$ cat config.mk
export PLATFORM = sky130hd
export DESIGN_NAME = block_ack_reorder_window_top
export DESIGN_NICKNAME = d
export VERILOG_FILES = /design/src/design/bar_pkg.sv /design/src/design/bar_mod.sv /design/src/design/bar_dp.sv /design/src/design/bar_ctrl.sv /design/src/design/block_ack_reorder_window_top.sv
export SDC_FILE = /design/constraint.sdc
export NUM_CORES = 1
export LEC_CHECK = 0
export ABC_AREA = 0
export BUFFER_PORTS_ARGS = -buffer_cell sky130_fd_sc_hd__clkbuf_2
export CAP_MARGIN = 20
export CORE_MARGIN = 1.5
export CORE_UTILIZATION = 35
export DETAILED_ROUTE_END_ITERATION = 8
export GPL_TIMING_DRIVEN = 0
export PLACE_DENSITY = 0.61
export SLEW_MARGIN = 30
export SYNTH_ARGS = -nofsm -noshare
export SYNTH_HDL_FRONTEND = slang
export SYNTH_SLANG_ARGS = --single-unit
export TNS_END_PERCENT = 10
$ cat constraint.sdc
create_clock -name clk -period 7.4 [get_ports clk]
set_input_delay 0.74 -clock clk [delete_from_list [all_inputs] [get_ports clk]]
set_output_delay 0.74 -clock clk [all_outputs]
set_load 0.05 [all_outputs]
$ cat src/design/bar_pkg.sv
// Shared types, constants and helper functions for the block-ack reorder window.
package bar_pkg;

	// Sizing
	localparam int MAX_WINDOW = 32;
	localparam int SEQ_BITS   = 12;
	localparam int SEQ_SPACE  = 1 << SEQ_BITS;
	localparam int SEQ_LAST   = SEQ_SPACE - 1;
	localparam int SLOT_BITS  = (MAX_WINDOW > 1) ? $clog2(MAX_WINDOW) : 1;
	localparam int W_BITS     = $clog2(MAX_WINDOW + 1);
	localparam int CNT_BITS   = 6;

	// Field widths of the ports
	localparam int TAG_W      = 16;
	localparam int SEQ_W      = 12;
	localparam int WS_W       = 6;
	localparam int CFG_IDX_W  = 2;
	localparam int CFG_DATA_W = 12;

	// Remainder unit: bits retired per cycle and resulting cycle count
	localparam int MOD_STEP  = 4;
	localparam int MOD_CYC   = (SEQ_BITS + MOD_STEP - 1) / MOD_STEP;
	localparam int MOD_PAD   = MOD_CYC * MOD_STEP;
	localparam int MOD_CNT_W = $clog2(MOD_CYC + 1);

	// Codes
	localparam logic OP_FRAME    = 1'b0;
	localparam logic OP_FLUSH    = 1'b1;
	localparam logic ACT_DELIVER = 1'b0;
	localparam logic ACT_DROP    = 1'b1;

	typedef logic [SEQ_BITS-1:0]  seq_t;
	typedef logic [SLOT_BITS-1:0] slot_t;
	typedef logic [W_BITS-1:0]    win_t;

	typedef enum logic [CFG_IDX_W-1:0] {
		CFG_SESSION_ACTIVE = 2'd0,
		CFG_START_SEQ      = 2'd1,
		CFG_WINDOW_SIZE    = 2'd2
	} cfg_idx_t;

	typedef enum logic [3:0] {
		S_IDLE,
		S_START,
		S_FRESH,
		S_FIRST,
		S_CLASS,
		S_SEQMOD,
		S_SLIDE,
		S_HEADMOD,
		S_PLACE,
		S_RUN,
		S_FINISH
	} state_t;

	typedef enum logic [1:0] {
		MSEL_HEAD,
		MSEL_SEQ,
		MSEL_TARGET
	} mod_sel_t;

	typedef enum logic [1:0] {
		ESRC_SLOT,
		ESRC_DROP,
		ESRC_PASS
	} emit_src_t;

	// Request and result payloads
	typedef struct packed {
		logic             opcode;
		logic [SEQ_W-1:0] seq_num;
		logic [TAG_W-1:0] frame_tag;
	} in_item_t;

	typedef struct packed {
		logic [TAG_W-1:0] out_tag;
		logic             action;
		logic             last;
	} out_item_t;

	// Controller to datapath
	typedef struct packed {
		logic      ld_item;
		logic      mod_start;
		mod_sel_t  mod_sel;
		logic      head_slot_ld;
		logic      seq_slot_ld;
		logic      first_adjust;
		logic      tgt_flush;
		logic      tgt_slide;
		logic      jump_head;
		logic      rel_step;
		logic      pass_step;
		logic      store;
		logic      emit;
		emit_src_t emit_src;
		logic      finish;
	} cmd_t;

	// Datapath to controller
	typedef struct packed {
		logic is_flush;
		logic active;
		logic stale;
		logic old;
		logic beyond;
		logic mod_done;
		logic slide_more;
		logic head_valid;
		logic seq_valid;
		logic pass_ok;
		logic can_emit;
		logic hold_valid;
		logic out_free;
	} status_t;

	// a lies before b in modulo sequence space
	function automatic logic seq_before(input seq_t a, input seq_t b);
		seq_t d;
		d = a - b;
		return d > SEQ_BITS'(SEQ_SPACE >> 1);
	endfunction

	// Window size clamped to 1..MAX_WINDOW
	function automatic win_t eff_window(input logic [WS_W-1:0] ws);
		win_t w;
		if (ws == '0) begin
			w = W_BITS'(1);
		end else if (ws > WS_W'(MAX_WINDOW)) begin
			w = W_BITS'(MAX_WINDOW);
		end else begin
			w = W_BITS'(ws);
		end
		return w;
	endfunction

	// Sequence field reduced to the modulo width
	function automatic seq_t seq_of(input logic [SEQ_W-1:0] s);
		return SEQ_BITS'(s);
	endfunction

endpackage

$ cat src/design/bar_mod.sv
// Iterative remainder unit: sequence distance modulo the window size.
module bar_mod (
	input  logic                 clk,
	input  logic                 arst_n,
	input  logic                 start,
	input  bar_pkg::seq_t        dividend,
	input  bar_pkg::win_t        divisor,
	output logic                 done,
	output bar_pkg::slot_t       rem
);

	logic                            busy_q;
	logic                            done_q;
	logic [bar_pkg::MOD_CNT_W-1:0]   cnt_q;
	logic [bar_pkg::MOD_PAD-1:0]     shift_q;
	logic [bar_pkg::W_BITS-1:0]      rem_q;
	logic [bar_pkg::MOD_PAD-1:0]     shift_nxt;
	logic [bar_pkg::W_BITS-1:0]      rem_nxt;

	// Restoring remainder, MOD_STEP dividend bits per cycle, MSB first
	always_comb begin : step_blk
		logic [bar_pkg::W_BITS:0] t;
		rem_nxt   = rem_q;
		shift_nxt = shift_q;
		for (int k = 0; k < bar_pkg::MOD_STEP; k++) begin
			t = {rem_nxt, shift_nxt[bar_pkg::MOD_PAD-1]};
			if (t >= {1'b0, divisor}) begin
				t = t - {1'b0, divisor};
			end
			rem_nxt   = t[bar_pkg::W_BITS-1:0];
			shift_nxt = shift_nxt << 1;
		end
	end

	// Sequencing
	always_ff @(posedge clk or negedge arst_n) begin
		if (!arst_n) begin
			busy_q <= 1'b0;
			done_q <= 1'b0;
			cnt_q  <= '0;
		end else if (start) begin
			busy_q <= 1'b1;
			done_q <= 1'b0;
			cnt_q  <= bar_pkg::MOD_CNT_W'(bar_pkg::MOD_CYC);
		end else if (busy_q) begin
			cnt_q <= cnt_q - bar_pkg::MOD_CNT_W'(1);
			if (cnt_q == bar_pkg::MOD_CNT_W'(1)) begin
				busy_q <= 1'b0;
				done_q <= 1'b1;
			end
		end else begin
			done_q <= 1'b0;
		end
	end

	// Working registers
	always_ff @(posedge clk) begin
		if (start) begin
			shift_q <= bar_pkg::MOD_PAD'(dividend);
			rem_q   <= '0;
		end else if (busy_q) begin
			shift_q <= shift_nxt;
			rem_q   <= rem_nxt;
		end
	end

	assign done = done_q;
	assign rem  = bar_pkg::SLOT_BITS'(rem_q);

endmodule

$ cat src/design/bar_dp.sv
// Datapath: configuration, window state, slot store, remainder unit and result registers.
module bar_dp (
	input  logic                             clk,
	input  logic                             arst_n,
	input  bar_pkg::in_item_t                frame,
	input  logic                             cfg_we,
	input  logic [bar_pkg::CFG_IDX_W-1:0]    cfg_index,
	input  logic [bar_pkg::CFG_DATA_W-1:0]   cfg_data,
	input  logic                             result_ready,
	output logic                             result_valid,
	output bar_pkg::out_item_t               result,
	input  bar_pkg::cmd_t                    cmd,
	output bar_pkg::status_t                 st
);

	// Configuration
	logic                          active_q;
	logic [bar_pkg::SEQ_W-1:0]     start_seq_q;
	logic [bar_pkg::WS_W-1:0]      ws_q;

	// Window state
	logic [bar_pkg::MAX_WINDOW-1:0] valid_q;
	logic [bar_pkg::TAG_W-1:0]      slot_tag_q [bar_pkg::MAX_WINDOW];
	bar_pkg::seq_t                  head_q;
	bar_pkg::seq_t                  base_q;
	bar_pkg::slot_t                 head_slot_q;
	bar_pkg::slot_t                 seq_slot_q;
	bar_pkg::seq_t                  target_q;
	logic [bar_pkg::CNT_BITS-1:0]   count_q;
	logic                           first_q;
	logic                           stale_q;
	bar_pkg::in_item_t              item_q;

	// Hold stage and result register
	logic                           hold_valid_q;
	logic [bar_pkg::TAG_W-1:0]      hold_tag_q;
	logic                           hold_act_q;
	logic                           out_valid_q;
	bar_pkg::out_item_t             out_q;

	bar_pkg::win_t                  w;
	bar_pkg::seq_t                  seq_w;
	bar_pkg::seq_t                  head_dist;
	bar_pkg::seq_t                  mod_dividend;
	logic                           mod_done;
	bar_pkg::slot_t                 mod_rem;
	logic [bar_pkg::W_BITS-1:0]     slot_plus;
	bar_pkg::slot_t                 slot_inc;
	logic [bar_pkg::TAG_W-1:0]      emit_tag;
	logic                           emit_act;
	logic                           out_free;
	logic                           push;
	logic                           sess_start;

	assign w          = bar_pkg::eff_window(ws_q);
	assign seq_w      = bar_pkg::seq_of(item_q.seq_num);
	assign head_dist  = head_q - base_q;
	assign sess_start = cfg_we && (cfg_index == bar_pkg::CFG_SESSION_ACTIVE);

	// Slot of head + 1, wrapping at the window and at the sequence modulus
	assign slot_plus = bar_pkg::W_BITS'(head_slot_q) + bar_pkg::W_BITS'(1);
	always_comb begin
		priority if (head_dist == bar_pkg::SEQ_BITS'(bar_pkg::SEQ_LAST)) begin
			slot_inc = '0;
		end else if (slot_plus == w) begin
			slot_inc = '0;
		end else begin
			slot_inc = bar_pkg::SLOT_BITS'(slot_plus);
		end
	end

	// Remainder unit operand
	always_comb begin
		unique case (cmd.mod_sel)
			bar_pkg::MSEL_HEAD:   mod_dividend = head_q - base_q;
			bar_pkg::MSEL_SEQ:    mod_dividend = seq_w - base_q;
			bar_pkg::MSEL_TARGET: mod_dividend = target_q - base_q;
			default:              mod_dividend = head_q - base_q;
		endcase
	end

	bar_mod u_mod (
		.clk      (clk),
		.arst_n   (arst_n),
		.start    (cmd.mod_start),
		.dividend (mod_dividend),
		.divisor  (w),
		.done     (mod_done),
		.rem      (mod_rem)
	);

	// Result source
	always_comb begin
		unique case (cmd.emit_src)
			bar_pkg::ESRC_SLOT: begin
				emit_tag = slot_tag_q[head_slot_q];
				emit_act = bar_pkg::ACT_DELIVER;
			end
			bar_pkg::ESRC_DROP: begin
				emit_tag = item_q.frame_tag;
				emit_act = bar_pkg::ACT_DROP;
			end
			bar_pkg::ESRC_PASS: begin
				emit_tag = item_q.frame_tag;
				emit_act = bar_pkg::ACT_DELIVER;
			end
			default: begin
				emit_tag = item_q.frame_tag;
				emit_act = bar_pkg::ACT_DELIVER;
			end
		endcase
	end

	assign out_free = !out_valid_q || result_ready;
	assign push     = (cmd.emit && hold_valid_q) || cmd.finish;

	// Control state
	always_ff @(posedge clk or negedge arst_n) begin
		if (!arst_n) begin
			active_q     <= 1'b0;
			start_seq_q  <= '0;
			ws_q         <= bar_pkg::WS_W'(32);
			valid_q      <= '0;
			head_q       <= '0;
			base_q       <= '0;
			head_slot_q  <= '0;
			count_q      <= '0;
			first_q      <= 1'b1;
			stale_q      <= 1'b0;
			hold_valid_q <= 1'b0;
			out_valid_q  <= 1'b0;
		end else begin
			// Result register and hold stage
			if (push) begin
				out_valid_q <= 1'b1;
			end else if (result_ready) begin
				out_valid_q <= 1'b0;
			end
			if (cmd.emit) begin
				hold_valid_q <= 1'b1;
			end else if (cmd.finish) begin
				hold_valid_q <= 1'b0;
			end

			if (sess_start) begin
				// New session: window back to the start sequence, store emptied
				active_q    <= cfg_data[0];
				head_q      <= bar_pkg::seq_of(start_seq_q);
				base_q      <= bar_pkg::seq_of(start_seq_q);
				head_slot_q <= '0;
				stale_q     <= 1'b0;
				valid_q     <= '0;
				count_q     <= '0;
				first_q     <= 1'b1;
			end else begin
				if (cfg_we && (cfg_index == bar_pkg::CFG_START_SEQ)) begin
					start_seq_q <= cfg_data[bar_pkg::SEQ_W-1:0];
				end
				if (cfg_we && (cfg_index == bar_pkg::CFG_WINDOW_SIZE)) begin
					ws_q    <= cfg_data[bar_pkg::WS_W-1:0];
					stale_q <= 1'b1;
				end
				// First frame resynchronises the window
				if (cmd.first_adjust && first_q) begin
					first_q <= 1'b0;
					if (seq_w != head_q) begin
						head_q      <= seq_w;
						base_q      <= seq_w;
						head_slot_q <= '0;
						stale_q     <= 1'b0;
					end
				end
				if (cmd.jump_head) begin
					head_q  <= target_q;
					stale_q <= 1'b1;
				end
				if (cmd.head_slot_ld) begin
					head_slot_q <= mod_rem;
					stale_q     <= 1'b0;
				end
				if (cmd.rel_step || cmd.pass_step) begin
					head_q      <= head_q + bar_pkg::SEQ_BITS'(1);
					head_slot_q <= slot_inc;
				end
				if (cmd.rel_step && valid_q[head_slot_q]) begin
					valid_q[head_slot_q] <= 1'b0;
					if (count_q != '0) begin
						count_q <= count_q - bar_pkg::CNT_BITS'(1);
					end
				end
				if (cmd.store) begin
					valid_q[seq_slot_q] <= 1'b1;
					count_q             <= count_q + bar_pkg::CNT_BITS'(1);
				end
			end
		end
	end

	// Payload registers
	always_ff @(posedge clk) begin
		if (cmd.ld_item) begin
			item_q <= frame;
		end
		if (cmd.seq_slot_ld) begin
			seq_slot_q <= mod_rem;
		end
		if (cmd.tgt_flush) begin
			target_q <= head_q + bar_pkg::SEQ_BITS'(w);
		end else if (cmd.tgt_slide) begin
			target_q <= seq_w - bar_pkg::SEQ_BITS'(w) + bar_pkg::SEQ_BITS'(1);
		end
		if (cmd.store) begin
			slot_tag_q[seq_slot_q] <= item_q.frame_tag;
		end
		if (cmd.emit) begin
			hold_tag_q <= emit_tag;
			hold_act_q <= emit_act;
		end
		if (push) begin
			out_q.out_tag <= hold_tag_q;
			out_q.action  <= hold_act_q;
			out_q.last    <= cmd.finish;
		end
	end

	// Status to the controller
	assign st.is_flush   = (item_q.opcode == bar_pkg::OP_FLUSH);
	assign st.active     = active_q;
	assign st.stale      = stale_q;
	assign st.old        = bar_pkg::seq_before(seq_w, head_q);
	assign st.beyond     = !bar_pkg::seq_before(seq_w, head_q + bar_pkg::SEQ_BITS'(w));
	assign st.mod_done   = mod_done;
	assign st.slide_more = bar_pkg::seq_before(head_q, target_q) && (count_q != '0);
	assign st.head_valid = valid_q[head_slot_q];
	assign st.seq_valid  = valid_q[seq_slot_q];
	assign st.pass_ok    = (seq_w == head_q) && (count_q == '0);
	assign st.can_emit   = !hold_valid_q || out_free;
	assign st.hold_valid = hold_valid_q;
	assign st.out_free   = out_free;

	assign result_valid = out_valid_q;
	assign result       = out_q;

endmodule

$ cat src/design/bar_ctrl.sv
// Controller state machine sequencing one request through the reorder window.
module bar_ctrl (
	input  logic              clk,
	input  logic              arst_n,
	input  logic              frame_valid,
	output logic              frame_ready,
	input  bar_pkg::status_t  st,
	output bar_pkg::cmd_t     cmd
);

	bar_pkg::state_t state_q;
	bar_pkg::state_t state_nxt;

	// State register
	always_ff @(posedge clk or negedge arst_n) begin
		if (!arst_n) begin
			state_q <= bar_pkg::S_IDLE;
		end else begin
			state_q <= state_nxt;
		end
	end

	// Next state
	always_comb begin
		state_nxt = state_q;
		unique case (state_q)
			bar_pkg::S_IDLE: begin
				if (frame_valid) state_nxt = bar_pkg::S_START;
			end
			bar_pkg::S_START: begin
				if (st.is_flush || st.active) begin
					state_nxt = st.stale ? bar_pkg::S_FRESH : bar_pkg::S_FIRST;
				end else if (st.can_emit) begin
					state_nxt = bar_pkg::S_FINISH;
				end
			end
			bar_pkg::S_FRESH: begin
				if (st.mod_done) state_nxt = bar_pkg::S_FIRST;
			end
			bar_pkg::S_FIRST: begin
				state_nxt = st.is_flush ? bar_pkg::S_SLIDE : bar_pkg::S_CLASS;
			end
			bar_pkg::S_CLASS: begin
				if (st.old) begin
					if (st.can_emit) state_nxt = bar_pkg::S_FINISH;
				end else begin
					state_nxt = bar_pkg::S_SEQMOD;
				end
			end
			bar_pkg::S_SEQMOD: begin
				if (st.mod_done) begin
					state_nxt = st.beyond ? bar_pkg::S_SLIDE : bar_pkg::S_PLACE;
				end
			end
			bar_pkg::S_SLIDE: begin
				if (!st.slide_more) begin
					state_nxt = st.is_flush ? bar_pkg::S_FINISH : bar_pkg::S_HEADMOD;
				end
			end
			bar_pkg::S_HEADMOD: begin
				if (st.mod_done) state_nxt = bar_pkg::S_PLACE;
			end
			bar_pkg::S_PLACE: begin
				if (st.seq_valid || st.pass_ok) begin
					if (st.can_emit) state_nxt = bar_pkg::S_FINISH;
				end else begin
					state_nxt = bar_pkg::S_RUN;
				end
			end
			bar_pkg::S_RUN: begin
				if (!st.head_valid) state_nxt = bar_pkg::S_FINISH;
			end
			bar_pkg::S_FINISH: begin
				if (!st.hold_valid || st.out_free) state_nxt = bar_pkg::S_IDLE;
			end
			default: state_nxt = bar_pkg::S_IDLE;
		endcase
	end

	// Commands
	always_comb begin
		cmd          = '0;
		cmd.mod_sel  = bar_pkg::MSEL_HEAD;
		cmd.emit_src = bar_pkg::ESRC_SLOT;
		frame_ready  = 1'b0;
		unique case (state_q)
			bar_pkg::S_IDLE: begin
				frame_ready = 1'b1;
				cmd.ld_item = frame_valid;
			end
			bar_pkg::S_START: begin
				if (!(st.is_flush || st.active)) begin
					// Session off: frame goes straight up
					cmd.emit     = st.can_emit;
					cmd.emit_src = bar_pkg::ESRC_PASS;
				end else if (st.stale) begin
					cmd.mod_start = 1'b1;
					cmd.mod_sel   = bar_pkg::MSEL_HEAD;
				end
			end
			bar_pkg::S_FRESH: begin
				cmd.head_slot_ld = st.mod_done;
			end
			bar_pkg::S_FIRST: begin
				if (st.is_flush) begin
					cmd.tgt_flush = 1'b1;
				end else begin
					cmd.first_adjust = 1'b1;
				end
			end
			bar_pkg::S_CLASS: begin
				if (st.old) begin
					cmd.emit     = st.can_emit;
					cmd.emit_src = bar_pkg::ESRC_DROP;
				end else begin
					cmd.mod_start = 1'b1;
					cmd.mod_sel   = bar_pkg::MSEL_SEQ;
					cmd.tgt_slide = 1'b1;
				end
			end
			bar_pkg::S_SEQMOD: begin
				cmd.seq_slot_ld = st.mod_done;
			end
			bar_pkg::S_SLIDE: begin
				if (st.slide_more) begin
					// Step the head; wait only when a stored frame cannot be handed on
					if (!(st.head_valid && !st.can_emit)) begin
						cmd.rel_step = 1'b1;
						cmd.emit     = st.head_valid;
						cmd.emit_src = bar_pkg::ESRC_SLOT;
					end
				end else begin
					cmd.jump_head = 1'b1;
					if (!st.is_flush) begin
						cmd.mod_start = 1'b1;
						cmd.mod_sel   = bar_pkg::MSEL_TARGET;
					end
				end
			end
			bar_pkg::S_HEADMOD: begin
				cmd.head_slot_ld = st.mod_done;
			end
			bar_pkg::S_PLACE: begin
				if (st.seq_valid) begin
					// Duplicate
					cmd.emit     = st.can_emit;
					cmd.emit_src = bar_pkg::ESRC_DROP;
				end else if (st.pass_ok) begin
					cmd.pass_step = st.can_emit;
					cmd.emit      = st.can_emit;
					cmd.emit_src  = bar_pkg::ESRC_PASS;
				end else begin
					cmd.store = 1'b1;
				end
			end
			bar_pkg::S_RUN: begin
				if (st.head_valid && st.can_emit) begin
					cmd.rel_step = 1'b1;
					cmd.emit     = 1'b1;
					cmd.emit_src = bar_pkg::ESRC_SLOT;
				end
			end
			bar_pkg::S_FINISH: begin
				cmd.finish = st.hold_valid && st.out_free;
			end
			default: begin
				cmd.finish = 1'b0;
			end
		endcase
	end

endmodule

$ cat src/design/block_ack_reorder_window_top.sv
// Top level of the block-ack receive reorder window.
// An in-order or out-of-order frame runs through the controller from acceptance to its last result;
// the remainder unit (4 distance bits per cycle) places it in a slot, and runs again to place the head after a slide.
// Stored frames are released in order behind it; a flush releases stored frames up to head plus the window size.
// A frame after a window size change first refreshes the head slot through the remainder unit.
// Reset is asynchronous: the store empties at once through its valid bits, no clearing pass.
module block_ack_reorder_window_top (
	input  logic                             clk,
	input  logic                             arst_n,
	input  logic                             frame_valid,
	output logic                             frame_ready,
	input  bar_pkg::in_item_t                frame,
	output logic                             result_valid,
	input  logic                             result_ready,
	output bar_pkg::out_item_t               result,
	input  logic                             cfg_we,
	input  logic [bar_pkg::CFG_IDX_W-1:0]    cfg_index,
	input  logic [bar_pkg::CFG_DATA_W-1:0]   cfg_data
);

	bar_pkg::cmd_t    cmd;
	bar_pkg::status_t st;

	bar_ctrl u_ctrl (
		.clk         (clk),
		.arst_n      (arst_n),
		.frame_valid (frame_valid),
		.frame_ready (frame_ready),
		.st          (st),
		.cmd         (cmd)
	);

	bar_dp u_dp (
		.clk          (clk),
		.arst_n       (arst_n),
		.frame        (frame),
		.cfg_we       (cfg_we),
		.cfg_index    (cfg_index),
		.cfg_data     (cfg_data),
		.result_ready (result_ready),
		.result_valid (result_valid),
		.result       (result),
		.cmd          (cmd),
		.st           (st)
	);

	// A result only enters the hold stage when it can move on
	a_emit_gated: assert property (@(posedge clk) disable iff (!arst_n)
		cmd.emit |-> st.can_emit)
		else $error("result produced while hold stage and result register are full");

	// The last result only leaves when the result register frees
	a_finish_gated: assert property (@(posedge clk) disable iff (!arst_n)
		cmd.finish |-> (st.hold_valid && st.out_free))
		else $error("final result pushed without room");

	// A new request is taken only once the previous one has left the hold stage
	a_ready_empty: assert property (@(posedge clk) disable iff (!arst_n)
		frame_ready |-> !st.hold_valid)
		else $error("request accepted with a result still held");

	// The remainder unit is started once per computation
	a_mod_single: assert property (@(posedge clk) disable iff (!arst_n)
		cmd.mod_start |=> !cmd.mod_start)
		else $error("remainder unit restarted while busy");

endmodule

Word level (Yosys, flattened, before mapping)
Memory sizes are Yosys's and may differ from the RTL's.
Index checks and enable logic that the tools add are counted.
{ "totals": {"mem_bits_rw": 512, "input_bits": 48, "mem_count": 1, "latchBits": 0, "mem_bits_ro": 0, "regBits": 197} }
{ "mem_list": {"columns": ["name", "depth", "word_bits", "rd", "rd_ports_with_merged_regs", "wr", "line", "rtl"], "rows": [
  ["u_dp.slot_tag_q", 32, 16, 1, 0, 1, "bar_dp.sv:23", "logic [bar_pkg::TAG_W-1:0] slot_tag_q [bar_pkg::MAX_WINDOW];"]
]} }
{ "classes": {"n_bitwise": 4, "addsub": 18, "magnitude_cmp": 12, "muxes": 114, "shift": 0, "eq_ne": 28, "n_div": 0, "n_reduce_logical": 48, "multipliers": 0} }
{ "ops": {"columns": ["op", "n"], "rows": [
  ["2-to-1 mux 32 bit", 4],
  ["2-to-1 mux 12 bit", 10],
  ["subtractor 12 bit", 6],
  ["2-to-1 mux 6 bit", 10],
  ["2-to-1 mux 4 bit", 13],
  ["one-hot mux 4 bit (11 select lines)", 1],
  ["2-to-1 mux 1 bit", 42],
  ["> comparator 12 bit (second input constant)", 3],
  ["2-to-1 mux 3 bit", 12],
  ["2-to-1 mux 5 bit", 7],
  ["AND 32 bit", 1],
  ["inverter 32 bit", 1],
  ["bitwise OR 32 bit", 1],
  ["greater-or-equal comparator 7 x 6 -> 1 bit", 4],
  ["adder 12 x 1 -> 12 bit (second input constant)", 2],
  ["one-hot mux 12 bit (2 select lines)", 1],
  ["subtractor 6 bit", 4],
  ["== test 4 x 3 -> 1 bit (second input constant)", 4],
  ["2-to-1 mux 16 bit", 1],
  ["nonzero test 4 bit", 4],
  ["one-hot mux 3 bit (5 select lines)", 1],
  ["logical AND 1 bit", 13],
  ["adder 12 x 6 -> 12 bit", 1],
  ["== test 12 bit", 1],
  ["other kinds (36)", 77]
]} }

Logic depth before layout (Yosys ltp)
Gate-level depths: netlist of the first run.
{ "depth": {"word_depth": 14, "depth_mapped": 34} }

Modules after synthesis
A second synthesis of the first run with hierarchy kept.
{ "unflattened": {"cells_unflattened": 2332, "hier_area_um2": 33986.3} }
{ "modules_own_cells": {"columns": ["mod", "cells_each", "area_each_um2", "seq_area_each_um2", "n_inst"], "rows": [
  ["bar_dp", 1988, 31023.5, 20061.7, 1],
  ["bar_mod", 244, 2265.9, 580.6, 1],
  ["bar_ctrl", 100, 696.9, 100.1, 1]
]} }

Worst setup path before layout of the first run
OpenSTA, ideal clock, no wires.
{ "synth_timing": {"path_kind": "flip-flop to flip-flop", "start": "reg u_dp.ws_q[5] in the netlist's numbering", "end": "reg u_dp.u_mod.rem_q[1] in the netlist's numbering", "slack_ps": -622, "n_path_buf": 0, "path_stages_with_launch": 35, "arrival_ps": 7883, "cell_sequence": "dfstp_2 -> inv_1 -> o21ai_0 -> inv_1 -> ha_1 -> and4_1 -> or3_4 -> o31ai_4 -> mux2_2 -> inv_1 -> ha_1 -> nor2b_1 -> o21ai_0 -> a21boi_0 -> o21a_1 -> nor3_2 -> mux2_2 -> inv_1 -> ha_1 -> a21oi_1 -> o21ai_0 -> a221oi_1 -> a21boi_0 -> nor4b_4 -> mux2i_1 -> ha_1 -> a21o_1 -> a21o_1 -> a21o_1 -> a21oi_1 -> o21ai_0 -> a21o_2 -> nor2_8 -> mux2i_1 -> a211oi_1"} }
{ "synth_between": {"elab_chain_len": 11, "elab_cells_between_ends": 16} }
{ "synth_lines": {"columns": ["element", "line", "rtl"], "rows": [
  ["start: declaration", "bar_dp.sv:19", "logic [bar_pkg::WS_W-1:0] ws_q;"],
  ["start signal: assignment", "bar_dp.sv:122", "ws_q <= bar_pkg::WS_W'(32);"],
  ["start signal: assignment", "bar_dp.sv:160", "ws_q <= cfg_data[bar_pkg::WS_W-1:0];"],
  ["> comparator 6 bit", "bar_pkg.sv:129", "end else if (ws > WS_W'(MAX_WINDOW)) begin"],
  ["2-to-1 mux 6 bit", "bar_pkg.sv:129", null],
  ["2-to-1 mux 6 bit (*)", "bar_pkg.sv:127", "if (ws == '0) begin"],
  ["subtractor 6 bit / greater-or-equal comparator 7 x 6 -> 1 bit (equally long branches)", "bar_mod.sv:28, bar_mod.sv:27", null],
  ["2-to-1 mux 6 bit", "bar_mod.sv:27", "if (t >= {1'b0, divisor}) begin"],
  ["subtractor 6 bit / greater-or-equal comparator 7 x 6 -> 1 bit (equally long branches)", "bar_mod.sv:28, bar_mod.sv:27", null],
  ["2-to-1 mux 6 bit", "bar_mod.sv:27", null],
  ["greater-or-equal comparator 7 x 6 -> 1 bit / subtractor 6 bit (equally long branches)", "bar_mod.sv:27, bar_mod.sv:28", null],
  ["2-to-1 mux 6 bit", "bar_mod.sv:27", null],
  ["subtractor 6 bit / greater-or-equal comparator 7 x 6 -> 1 bit (equally long branches)", "bar_mod.sv:28, bar_mod.sv:27", null],
  ["2-to-1 mux 6 bit (*)", "bar_mod.sv:27", null],
  ["end signal: assignment", "bar_mod.sv:63", "rem_q <= rem_nxt;"],
  ["end: declaration", "bar_mod.sv:16", "logic [bar_pkg::W_BITS-1:0] rem_q;"]
]} }
Every way passes the cells marked *; elsewhere a longest branch is shown, timed or not.
A chain may end at the register's enable or synchronous reset.

Worst setup path after layout of the first run
{ "layout_timing": {"start": "reg u_dp.ws_q[5] in the netlist's numbering", "end": "reg u_dp.u_mod.rem_q[4] in the netlist's numbering"} }
{ "layout_between": {"elab_chain_len": 11, "elab_cells_between_ends": 16} }
{ "layout_lines": {"columns": ["element", "line"], "rows": [
  ["> comparator 6 bit", "bar_pkg.sv:129"],
  ["2-to-1 mux 6 bit", "bar_pkg.sv:129"],
  ["2-to-1 mux 6 bit (*)", "bar_pkg.sv:127"],
  ["subtractor 6 bit / greater-or-equal comparator 7 x 6 -> 1 bit (equally long branches)", "bar_mod.sv:28, bar_mod.sv:27"],
  ["2-to-1 mux 6 bit", "bar_mod.sv:27"],
  ["subtractor 6 bit / greater-or-equal comparator 7 x 6 -> 1 bit (equally long branches)", "bar_mod.sv:28, bar_mod.sv:27"],
  ["2-to-1 mux 6 bit", "bar_mod.sv:27"],
  ["subtractor 6 bit / greater-or-equal comparator 7 x 6 -> 1 bit (equally long branches)", "bar_mod.sv:28, bar_mod.sv:27"],
  ["2-to-1 mux 6 bit", "bar_mod.sv:27"],
  ["subtractor 6 bit / greater-or-equal comparator 7 x 6 -> 1 bit (equally long branches)", "bar_mod.sv:28, bar_mod.sv:27"],
  ["2-to-1 mux 6 bit (*)", "bar_mod.sv:27"]
]} }
Marked as above.

==> results of run 1 <==
==> flip-flops by register name, summed over array words and instances, names as in the netlist, 6 cells and up <==
register and cells:
u_dp.base_q 12, u_dp.count_q 6, u_dp.head_q 12, u_dp.hold_tag_q 16
u_dp.item_q 16, u_dp.result 18, u_dp.seq_w 12, u_dp.slot_tag_q 512
u_dp.start_seq_q 12, u_dp.target_q 12, u_dp.u_mod.rem_q 6, u_dp.u_mod.shift_q 12
u_dp.valid_q 32, u_dp.ws_q 6
==> cell type report <==
class | count | area, sq um | area share
flip-flops and latches | 709 | 20700 | 0.521
clock inverters | 41 | 532 | 0.0134
multi-input cells | 1348 | 12600 | 0.316
inverters | 107 | 414 | 0.0104
repair buffers | 143 | 1500 | 0.0377
plain buffers | 99 | 407 | 0.0102
well taps | 1265 | 1580 | 0.0398
clock buffers | 93 | 2030 | 0.0510
==> timing repair <==
| action | CTS | global route |
|---|---|---|
| buffers inserted | 15 | 13 |
| endpoints found under the setup margin | 8 | 10 |
| pin swaps | 8 | 25 |
| endpoints found under the hold margin | 0 | 0 |
| resized for setup | 25 | 39 |
==> layout by cell type (no fill, tap or decap), drive strengths merged, types with 54 or more instances in the layout <==
master / n
buf: 112
a21oi: 89
a22oi: 71
inv: 112
nor2: 135
mux2: 54
mux4: 140
o21ai: 103
clkbuf: 223
ha: 112
nand2: 103
dfrtp: 96
edfxtp: 605
==> through the flow <==
step | setup TNS [ps] | std cells | total power [uW]
finish | -775 | 3805 | 19100
floorplan | 0 | 2264 | 11100
global route | -2440 | 3805 | 20100
detailed placement | -8050 | 3641 | 13300
CTS | -468 | 3789 | 17800
global placement | -6850 | 3596 | 12900
==> how the worst max path moves through the flow <==
stage	to	slack (ps)	cells after the start
final	u_dp.u_mod.rem_q[4]$_SDFFE_PP0P_	-180	33
after global placement	u_dp.u_mod.rem_q[5]$_SDFFE_PP0P_	-1180	34
after CTS	u_dp.u_mod.rem_q[5]$_SDFFE_PP0P_	-120	35
after global routing	u_dp.u_mod.rem_q[3]$_SDFFE_PP0P_	-450	35
after detailed placement	u_dp.u_mod.rem_q[5]$_SDFFE_PP0P_	-1390	34
after floorplan	u_dp.u_mod.rem_q[3]$_SDFFE_PP0P_	1	34
==> cell families (layout without fill, tap and decap cells) <==
group / after synthesis / count (layout) / share of synthesized area
DFF: 709 / 709 / 0.621
and+or+nand+nor: 456 / 456 / 0.0686
AOI/OAI and AO/OA: 445 / 445 / 0.0899
muxes: 245 / 245 / 0.128
buffers and inverters: 207 / 483 / 0.0237
adders and majority gates: 123 / 123 / 0.0485
xor gates and xnor gates: 79 / 79 / 0.0207
==> where the power goes <==
| part | total (uW) | switching, uW | internal [uW] |
|---|---|---|---|
| combinational | 10000 | 5440 | 4570 |
| sequential | 5210 | 344 | 4870 |
| clock | 3930 | 1640 | 2290 |
==> worst max-delay path: cells and delay by family, from the launching register on <==
family | cells | cell delay [ps]
fa+ha+maj | 4 | 930
mux | 4 | 1260
flops | 1 | 580
compound gates | 13 | 2380
buf+inv | 4 | 550
simple gates | 8 | 1760
==> layer usage <==
metal / vias up / wire length, um / GRT usage
li1: 9348 / - / -
met1: 11100 / 39600 / 0.262
met2: 947 / 47200 / 0.330
met3: 218 / 6790 / 0.0290
met4: 0 / 4330 / 0.0824
met5: - / 0 / 0
==> results.tsv, run 1 <==
stage	metric	value	unit
run_status	status	complete, but fails checks	
run_status	violations	setup timing	
finish	fillerInstances	8515	
floorplan	placementRows	113	
job	drv_cap	0	
worst_setup_path	cp.arrival	8080	ps
placed_design	placed_area	36600	sq um
finish	syn_to_final_growth	19.1	%
floorplan	die_x	312	um
placed_design	finalWeightedCongestion	0.897	
timing	hold_ws	2.94	ps
worst_setup_path	crit_path_start_kind	flop	
grt	first_global_vias	21600	
clock_tree	clock_latency	650	ps
power_and_ir_drop	power_density	481	nW/um^2
worst_setup_path	r2r_slack	-180	ps
clock_tree	clk_path_buf_depth	3	
timing	fin_skew	26.5	ps
floorplan	ioPinCount	68	
clock_tree	htree_levels	3	
worst_setup_path	crit_start	u_dp.ws_q[5]$_DFFE_PN1P_	
route	num_vias	21600	
clock_tree	path_clk_slew	60	ps
timing	max_freq	0.132	GHz
timing	timing.final.ws_setup	-177	ps
power_and_ir_drop	ir_drop	852	uV
yosys	synth_most_common_cell	edfxtp_1	
placed_design	io_buffers	67	
finish	nNetsFinal	2653	
clock_tree	cts_tree	built	
yosys	synth-edff-count	605	
route	drtPass1Iterations	5	
yosys	synth_top_area_cell	edfxtp_1	
yosys	yosysSeqAreaShare	0.621	
worst_setup_path	critPathKind	flop to flop	
clock_tree	cts_buffers	74	
yosys	syn_avg_cell_area	14.8	sq um
grt	grt_use_total	0.199	
timing	finalMaxSlewViolations	0	
timing	slew_headroom	0.303	
timing	setup_viol	5	
worst_setup_path	reg2regPathDepth	33	
finish	fin_area	39800	sq um
worst_setup_path	slowest_delay	580	ps
route	routed_wl	97900	um
yosys	syn_area	33400	sq um
yosys	syn_nets	2435	
finish	finalCoreUtilization	0.419	
worst_setup_path	r2r-end	u_dp.u_mod.rem_q[4]$_SDFFE_PP0P_	
worst_setup_path	crit_path_max_fanout	10	
route	detail-route-antenna-nets	0	
placed_design	place_hpwl	69900	um
floorplan	chipHeight	312	um
yosys	ys_top_cells_by_area	edfxtp_1 54%, mux4_2 9.4%, dfrtp_1 7.2%	
yosys	ys_ff_latch	709	
worst_setup_path	r2r_start	u_dp.ws_q[5]$_DFFE_PN1P_	
timing	worst_slew_pin_slew	1050	ps
route	drtIter0Drc	2314	
floorplan	core_area	94900	sq um
grt	antenna_found_initial	1	
timing	hold_viol_final	0	
yosys	synth_cell_types	84	
yosys	async_flop_share	0.138	
route	drc	0	
yosys	synth_commonest_cells	605 x edfxtp_1, 140 x mux4_2, 134 x nor2_1	
worst_setup_path	cp.required	7910	ps
timing	finalCritPeriodShare	1.02	
finish	drive_gt1_frac	0.238	
yosys	synthCells	2264	
worst_setup_path	cpMaxStageDelayCell	dfstp_2	
timing	fin_crit	7580	ps
grt	grt_pass1_wl	143000	um
clock_tree	cts_num_sinks	709	
timing	rsz0062_at_grt	yes	
finish	antennaDiodeCount	0	
clock_tree	root_buffer	clkbuf_16	
yosys	synth_ff_type	edfxtp_1	
placed_design	dp_worst_setup_slack	-1390	ps
yosys	netlist.area_leader.share	0.544	
grt	grt_overflow	0	
route	vias_per_cell	5.68	
route	post_drt_wl_per_cell	25.7	um
worst_setup_path	worstSetupEndpointType	flop	
worst_hold_path	hp-class	input pin to asynchronous set/reset pin	
floorplan	initial_core_util	0.352	
grt	grt_max_degree	67	
power_and_ir_drop	leakage	0.0136	uW
yosys	yosys_warnings	0	
clock_tree	cts_hold_buf	0	
floorplan	dieArea	97300	sq um
(Power assumes the default switching activity.)
==> run 2: changes to the inputs <==
--- a/config.mk
+++ b/config.mk
@@ -8,11 +8,12 @@
 export ABC_AREA = 0
 export BUFFER_PORTS_ARGS = -buffer_cell sky130_fd_sc_hd__clkbuf_2
 export CAP_MARGIN = 20
+export CORE_ASPECT_RATIO = 1.2
 export CORE_MARGIN = 1.5
 export CORE_UTILIZATION = 35
 export DETAILED_ROUTE_END_ITERATION = 8
 export GPL_TIMING_DRIVEN = 0
-export PLACE_DENSITY = 0.61
+export PLACE_DENSITY = 0.6
 export SLEW_MARGIN = 30
 export SYNTH_ARGS = -nofsm -noshare
 export SYNTH_HDL_FRONTEND = slang
==> constraint.sdc (replaced) <==
create_clock -name clk -period 9.7 [get_ports clk]
set_input_delay 0.97 -clock clk [delete_from_list [all_inputs] [get_ports clk]]
set_output_delay 0.97 -clock clk [all_outputs]
set_load 0.05 [all_outputs]
==> run 2 against run 1 <==
Against the previous run:
- the flow now finishes without violations
- clock-buffer cell count rose by 11
- register-to-register slack gained 800 ps
- power decreased by 31%
- cell count fell by 0.63%
- via count fell by 0.35%
- first-iteration DRC count shrank 2.7%
- setup slack improved by 800 ps
- sequential share of layout area is 0.59 points higher
- critical endpoint is now u_dp.u_mod.rem_q[3]$_SDFFE_PP0P_
- largest power group unchanged
==> results.tsv, run 2 (synthesis results as in run 1) <==
stage	metric	value	unit
timing	slew_headroom	0.255	
grt	grt_overflow	0	
timing	max_freq	0.110	GHz
route	drtPass1Iterations	8	
floorplan	chipHeight	341	um
worst_setup_path	crit_path_start_kind	flop	
timing	fin_skew	21.1	ps
floorplan	initial_core_util	0.355	
finish	fillerInstances	8508	
worst_setup_path	cpMaxStageDelayCell	dfstp_2	
run_status	status	finished, final reports clean	
worst_setup_path	r2r_slack	630	ps
timing	setup_viol	0	
floorplan	placementRows	123	
placed_design	io_buffers	67	
route	post_drt_wl_per_cell	26.2	um
grt	grt_use_total	0.202	
grt	grt_pass1_wl	145000	um
floorplan	dieArea	97400	sq um
finish	regMostFlops	u_dp.slot_tag_q	
placed_design	dp_worst_setup_slack	-236	ps
worst_setup_path	crit_path_max_fanout	8	
clock_tree	htree_levels	3	
timing	finalMaxSlewViolations	0	
timing	finalCritPeriodShare	0.935	
grt	grt_max_degree	70	
worst_setup_path	slowest_delay	620	ps
finish	final_common_cell	edfxtp_1	
worst_setup_path	critPathKind	flop to flop	
worst_setup_path	crit_start	u_dp.ws_q[5]$_DFFE_PN1P_	
clock_tree	cts_buffers	78	
clock_tree	root_buffer	clkbuf_16	
floorplan	die_x	285	um
route	vias_per_cell	5.69	
route	detail-route-antenna-nets	0	
placed_design	finalWeightedCongestion	0.957	
timing	hold_viol_final	0	
timing	setup_tns	0	ps
finish	fin_area	39300	sq um
placed_design	place_hpwl	71700	um
grt	first_global_vias	21900	
worst_setup_path	cp.arrival	9560	ps
timing	rsz0062_at_grt	no	
worst_hold_path	hp-class	input pin to asynchronous set/reset pin	
placed_design	placed_area	36600	sq um
clock_tree	cts_tree	built	
power_and_ir_drop	leakage	0.0135	uW
worst_setup_path	cp_common_cell	ha_1	
finish	final_cell_mix	605 x edfxtp_1, 140 x mux4_2, 112 x ha_1	
worst_setup_path	r2r_start	u_dp.ws_q[5]$_DFFE_PN1P_	
route	routed_wl	98900	um
timing	worst_slew_pin_slew	1110	ps
worst_setup_path	worstSetupEndpointType	flop	
clock_tree	clk_path_buf_depth	3	
job	drv_cap	0	
floorplan	ioPinCount	68	
finish	multiInputGateArea	12200	sq um
finish	syn_to_final_growth	17.7	%
power_and_ir_drop	ir_drop	477	uV
route	drtIter0Drc	2251	
floorplan	core_area	94200	sq um
timing	timing.final.ws_setup	627	ps
finish	nNetsFinal	2640	
clock_tree	clock_latency	640	ps
finish	largest_reg_flops	512	
route	num_vias	21500	
finish	antennaDiodeCount	0	
route	drc	0	
worst_setup_path	cp.required	10190	ps
timing	fin_crit	9070	ps
clock_tree	path_clk_slew	60	ps
finish	regArea	20700	sq um
power_and_ir_drop	power_density	334	nW/um^2
finish	drive_gt1_frac	0.218	
grt	antenna_found_initial	1	
clock_tree	cts_num_sinks	709	
## run 2: cell count changes in the layout (fill, tap and decap cells not counted), sizes merged
| cell | before | now |
|---|---|---|
| clkbuf | 223 | 235 |
| clkinvlp | 3 | 4 |
| inv | 112 | 110 |
| bufinv | 9 | 7 |
| buf | 112 | 94 |
## run 2: critical path, delay by kind of cell (launching register included)
kind | cells | cell delay [ps]
DFF | 1 | 620
adders and majority gates | 4 | 1140
muxes | 4 | 1500
AOI/OAI and AO/OA | 15 | 3280
buffers and inverters | 5 | 660
and+or+nand+nor | 7 | 1710
## run 2: per-layer routing
layer,global-route usage,part of all wire,wire length (um),vias up
met3,0.0295,0.066,6550,261
met2,0.349,0.50,49200,979
met1,0.245,0.38,37300,10900
met5,0,0,0,-
met4,0.107,0.059,5800,0
li1,-,-,-,9335
## run 2: area by class of cell
cell class	instances	share of cell area
flip-flops and latches	709	0.527
clock inverters	38	0.0112
inverters	107	0.0103
well taps	1250	0.0398
clock buffers	104	0.0553
multi-input cells	1348	0.311
plain buffers	100	0.0104
repair buffers	125	0.0351
## run 2: worst paths after layout
check                                                   end  cells past startpoint
max                        u_dp.u_mod.rem_q[3]$_SDFFE_PP0P_                     35
min                                u_dp.ws_q[4]$_DFFE_PN0P_                      1
max reg2reg                u_dp.u_mod.rem_q[3]$_SDFFE_PP0P_                     35
min reg2reg                       u_dp.result[11]$_DFFE_PP_                      0
max in group asynchronous        u_dp.valid_q[14]$_DFF_PN0_                      2
min in group clk                  u_dp.result[11]$_DFFE_PP_                      0
## run 2: power by group
group | leakage (uW) | switching (uW) | internal [uW] | total, uW
Sequential | 0.00677 | 272 | 3710 | 3990
Clock | 0.00127 | 1230 | 1780 | 3010
Combinational | 0.00549 | 3560 | 2580 | 6130
Total | 0.0135 | 5060 | 8070 | 13100
## run 2: repair_timing
item,CTS,global route
gates resized for setup,3,6
pin swaps,0,1
buffers inserted,0,6
hold endpoints to repair,0,0
setup endpoints to repair,6,6
hold buffers,0,0
## run 2: stage by stage
| step | hold slack, ps | cells | power, uW | utilization |
|---|---|---|---|---|
| after floorplan | 400 | 2264 | 8350 | - |
| final | 229 | 3781 | 13100 | 0.418 |
| after global placement | 407 | 3581 | 9710 | 0.375 |
| after global routing | 224 | 3781 | 13900 | 0.418 |
| after CTS | 219 | 3772 | 13000 | 0.416 |
| after detailed placement | 405 | 3630 | 9960 | 0.389 |
==> run 3: changes to the inputs <==
--- a/config.mk
+++ b/config.mk
@@ -13,7 +13,7 @@
 export CORE_UTILIZATION = 35
 export DETAILED_ROUTE_END_ITERATION = 8
 export GPL_TIMING_DRIVEN = 0
-export PLACE_DENSITY = 0.6
+export PLACE_DENSITY_LB_ADDON = 0.08
 export SLEW_MARGIN = 30
 export SYNTH_ARGS = -nofsm -noshare
 export SYNTH_HDL_FRONTEND = slang
==> run 3 against run 2 <==
Against the previous run:
- clock-buffer cell count is 4 lower
- core utilization is 0.13 points higher
- non-clock buffer count is 2 higher
==> results.tsv, run 3 (synthesis results as in run 1) <==
stage	metric	value	unit
timing	setup_viol	0	
timing	max_freq	0.110	GHz
route	drtIter0Drc	1660	
placed_design	finalWeightedCongestion	0.846	
floorplan	dieArea	97400	sq um
grt	grt_max_degree	56	
route	drtPass1Iterations	5	
timing	hold_viol_final	0	
power_and_ir_drop	leakage	0.0136	uW
route	drc	0	
clock_tree	cts_tree	built	
worst_setup_path	worstSetupEndpointType	flop	
grt	antenna_found_initial	0	
worst_setup_path	cp.required	10170	ps
timing	fin_crit	9130	ps
job	drv_cap	0	
finish	regMostFlops	u_dp.slot_tag_q	
placed_design	place_hpwl	78000	um
worst_setup_path	slowest_delay	630	ps
clock_tree	cts_hold_buf	0	
worst_setup_path	cp.arrival	9600	ps
power_and_ir_drop	swShare	0.387	
worst_setup_path	critPathKind	flop to flop	
finish	final_cell_mix	605 x edfxtp_1, 140 x mux4_2, 112 x ha_1	
floorplan	chipHeight	341	um
power_and_ir_drop	power.share.clock	0.236	
timing	setup_tns	0	ps
timing	fin_skew	41.3	ps
timing	rsz0062_at_grt	no	
floorplan	die_x	285	um
route	detail-route-antenna-nets	0	
finish	nNetsFinal	2645	
power_and_ir_drop	combPwrFrac	0.462	
timing	slew_headroom	0.308	
route	vias_per_cell	5.51	
worst_setup_path	cpMaxStageDelayCell	dfstp_2	
grt	grt_use_total	0.215	
placed_design	io_buffers	67	
grt	grt_overflow	0	
power_and_ir_drop	pwr-share-seq	0.302	
finish	final_common_cell	edfxtp_1	
worst_setup_path	cp_common_cell	ha_1	
route	num_vias	20900	
grt	first_global_vias	21500	
clock_tree	clk_path_buf_depth	3	
power_and_ir_drop	ir_drop	572	uV
power_and_ir_drop	p_sw	5130	uW
timing	worst_slew_pin_slew	1040	ps
run_status	status	finished, final reports clean	
finish	largest_reg_flops	512	
grt	grt_pass1_wl	151000	um
power_and_ir_drop	p_int	8120	uW
clock_tree	cts_buffers	81	
clock_tree	cts_num_sinks	709	
route	post_drt_wl_per_cell	27.6	um
route	routed_wl	105000	um
clock_tree	htree_levels	3	
worst_hold_path	hp-class	input pin to asynchronous set/reset pin	
placed_design	placed_area	36600	sq um
floorplan	ioPinCount	68	
finish	drive_gt1_frac	0.224	
finish	antennaDiodeCount	0	
power_and_ir_drop	power_density	336	nW/um^2
floorplan	initial_core_util	0.355	
timing	finalCritPeriodShare	0.941	
finish	fillerInstances	8727	
finish	syn_to_final_growth	18.1	%
floorplan	core_area	94200	sq um
clock_tree	clock_latency	650	ps
clock_tree	root_buffer	clkbuf_16	
clock_tree	path_clk_slew	60	ps
floorplan	placementRows	123	
worst_setup_path	crit_path_max_fanout	8	
worst_setup_path	crit_path_start_kind	flop	
finish	fin_area	39500	sq um
timing	finalMaxSlewViolations	0	
[run 3: layer usage]
metal | track usage | vias up | share of wire
met5 | 0 | - | 0
met3 | 0.0269 | 176 | 0.040
met1 | 0.255 | 10800 | 0.39
li1 | - | 9328 | -
met4 | 0.0815 | 0 | 0.038
met2 | 0.396 | 591 | 0.53
[run 3: layout make-up]
type	instances	area, sq um	area share
sequential	709	20700	0.526
multi-input combinational	1348	12200	0.310
clock buffer	100	2220	0.0563
tap	1250	1560	0.0396
timing repair buffer	127	1390	0.0352
clock inverter	48	487	0.0123
buffer	100	414	0.0105
inverter	107	409	0.0104
[run 3: repair_timing]
action,CTS,global route
endpoints found under the setup margin,6,6
hold endpoints to repair,0,0
setup buffers,1,6
resized for setup,1,7
pin swaps,1,0
[run 3: power groups by stage]
| stage | sequential, uW | combinational, uW | clock (uW) |
|---|---|---|---|
| finish | 4000 | 6130 | 3130 |
| global route | 4020 | 6690 | 3300 |
| CTS | 4000 | 6110 | 3190 |
| detailed placement | 4070 | 6040 | 0 |
| global placement | 4130 | 5780 | 0 |
| floorplan | 4020 | 4330 | 0 |
[run 3: final timing paths]
check	from	depth (start not counted)	end	slack (ps)
setup / recovery	u_dp.ws_q[5]$_DFFE_PN1P_	34	u_dp.u_mod.rem_q[4]$_SDFFE_PP0P_	570
min in group clk	u_dp.hold_tag_q[4]$_DFFE_PP_	0	u_dp.result[6]$_DFFE_PP_	420
setup reg to reg	u_dp.ws_q[5]$_DFFE_PN1P_	34	u_dp.u_mod.rem_q[4]$_SDFFE_PP0P_	570
max in group asynchronous	arst_n	2	u_dp.first_q$_DFFE_PN1P_	8760
hold / removal	arst_n	1	u_dp.ws_q[3]$_DFFE_PN0P_	280
hold reg to reg	u_dp.hold_tag_q[4]$_DFFE_PP_	0	u_dp.result[6]$_DFFE_PP_	420
[run 3: through the flow]
| step | hold slack (ps) | power (uW) | util | instances | worst slack [ps] |
|---|---|---|---|---|---|
| global route | 298 | 14000 | 0.419 | 3789 | 68.2 |
| floorplan | 400 | 8350 | - | 2264 | 1680 |
| CTS | 278 | 13300 | 0.418 | 3782 | 110 |
| global placement | 403 | 9920 | 0.375 | 3581 | -660 |
| detailed placement | 405 | 10100 | 0.389 | 3633 | -448 |
| finish | 284 | 13300 | 0.419 | 3789 | 572 |
[run 3: worst max-delay path, delay by kind of cell, from the launching register on]
family                   cells  cell delay (ps)
adder cells (fa/ha/maj)      4             1190
multiplexers                 4             1480
AO/OA/AOI/OAI               15             3240
AND/OR/NAND/NOR              6             1540
flip-flops                   1              630
buffers and inverters        5              910
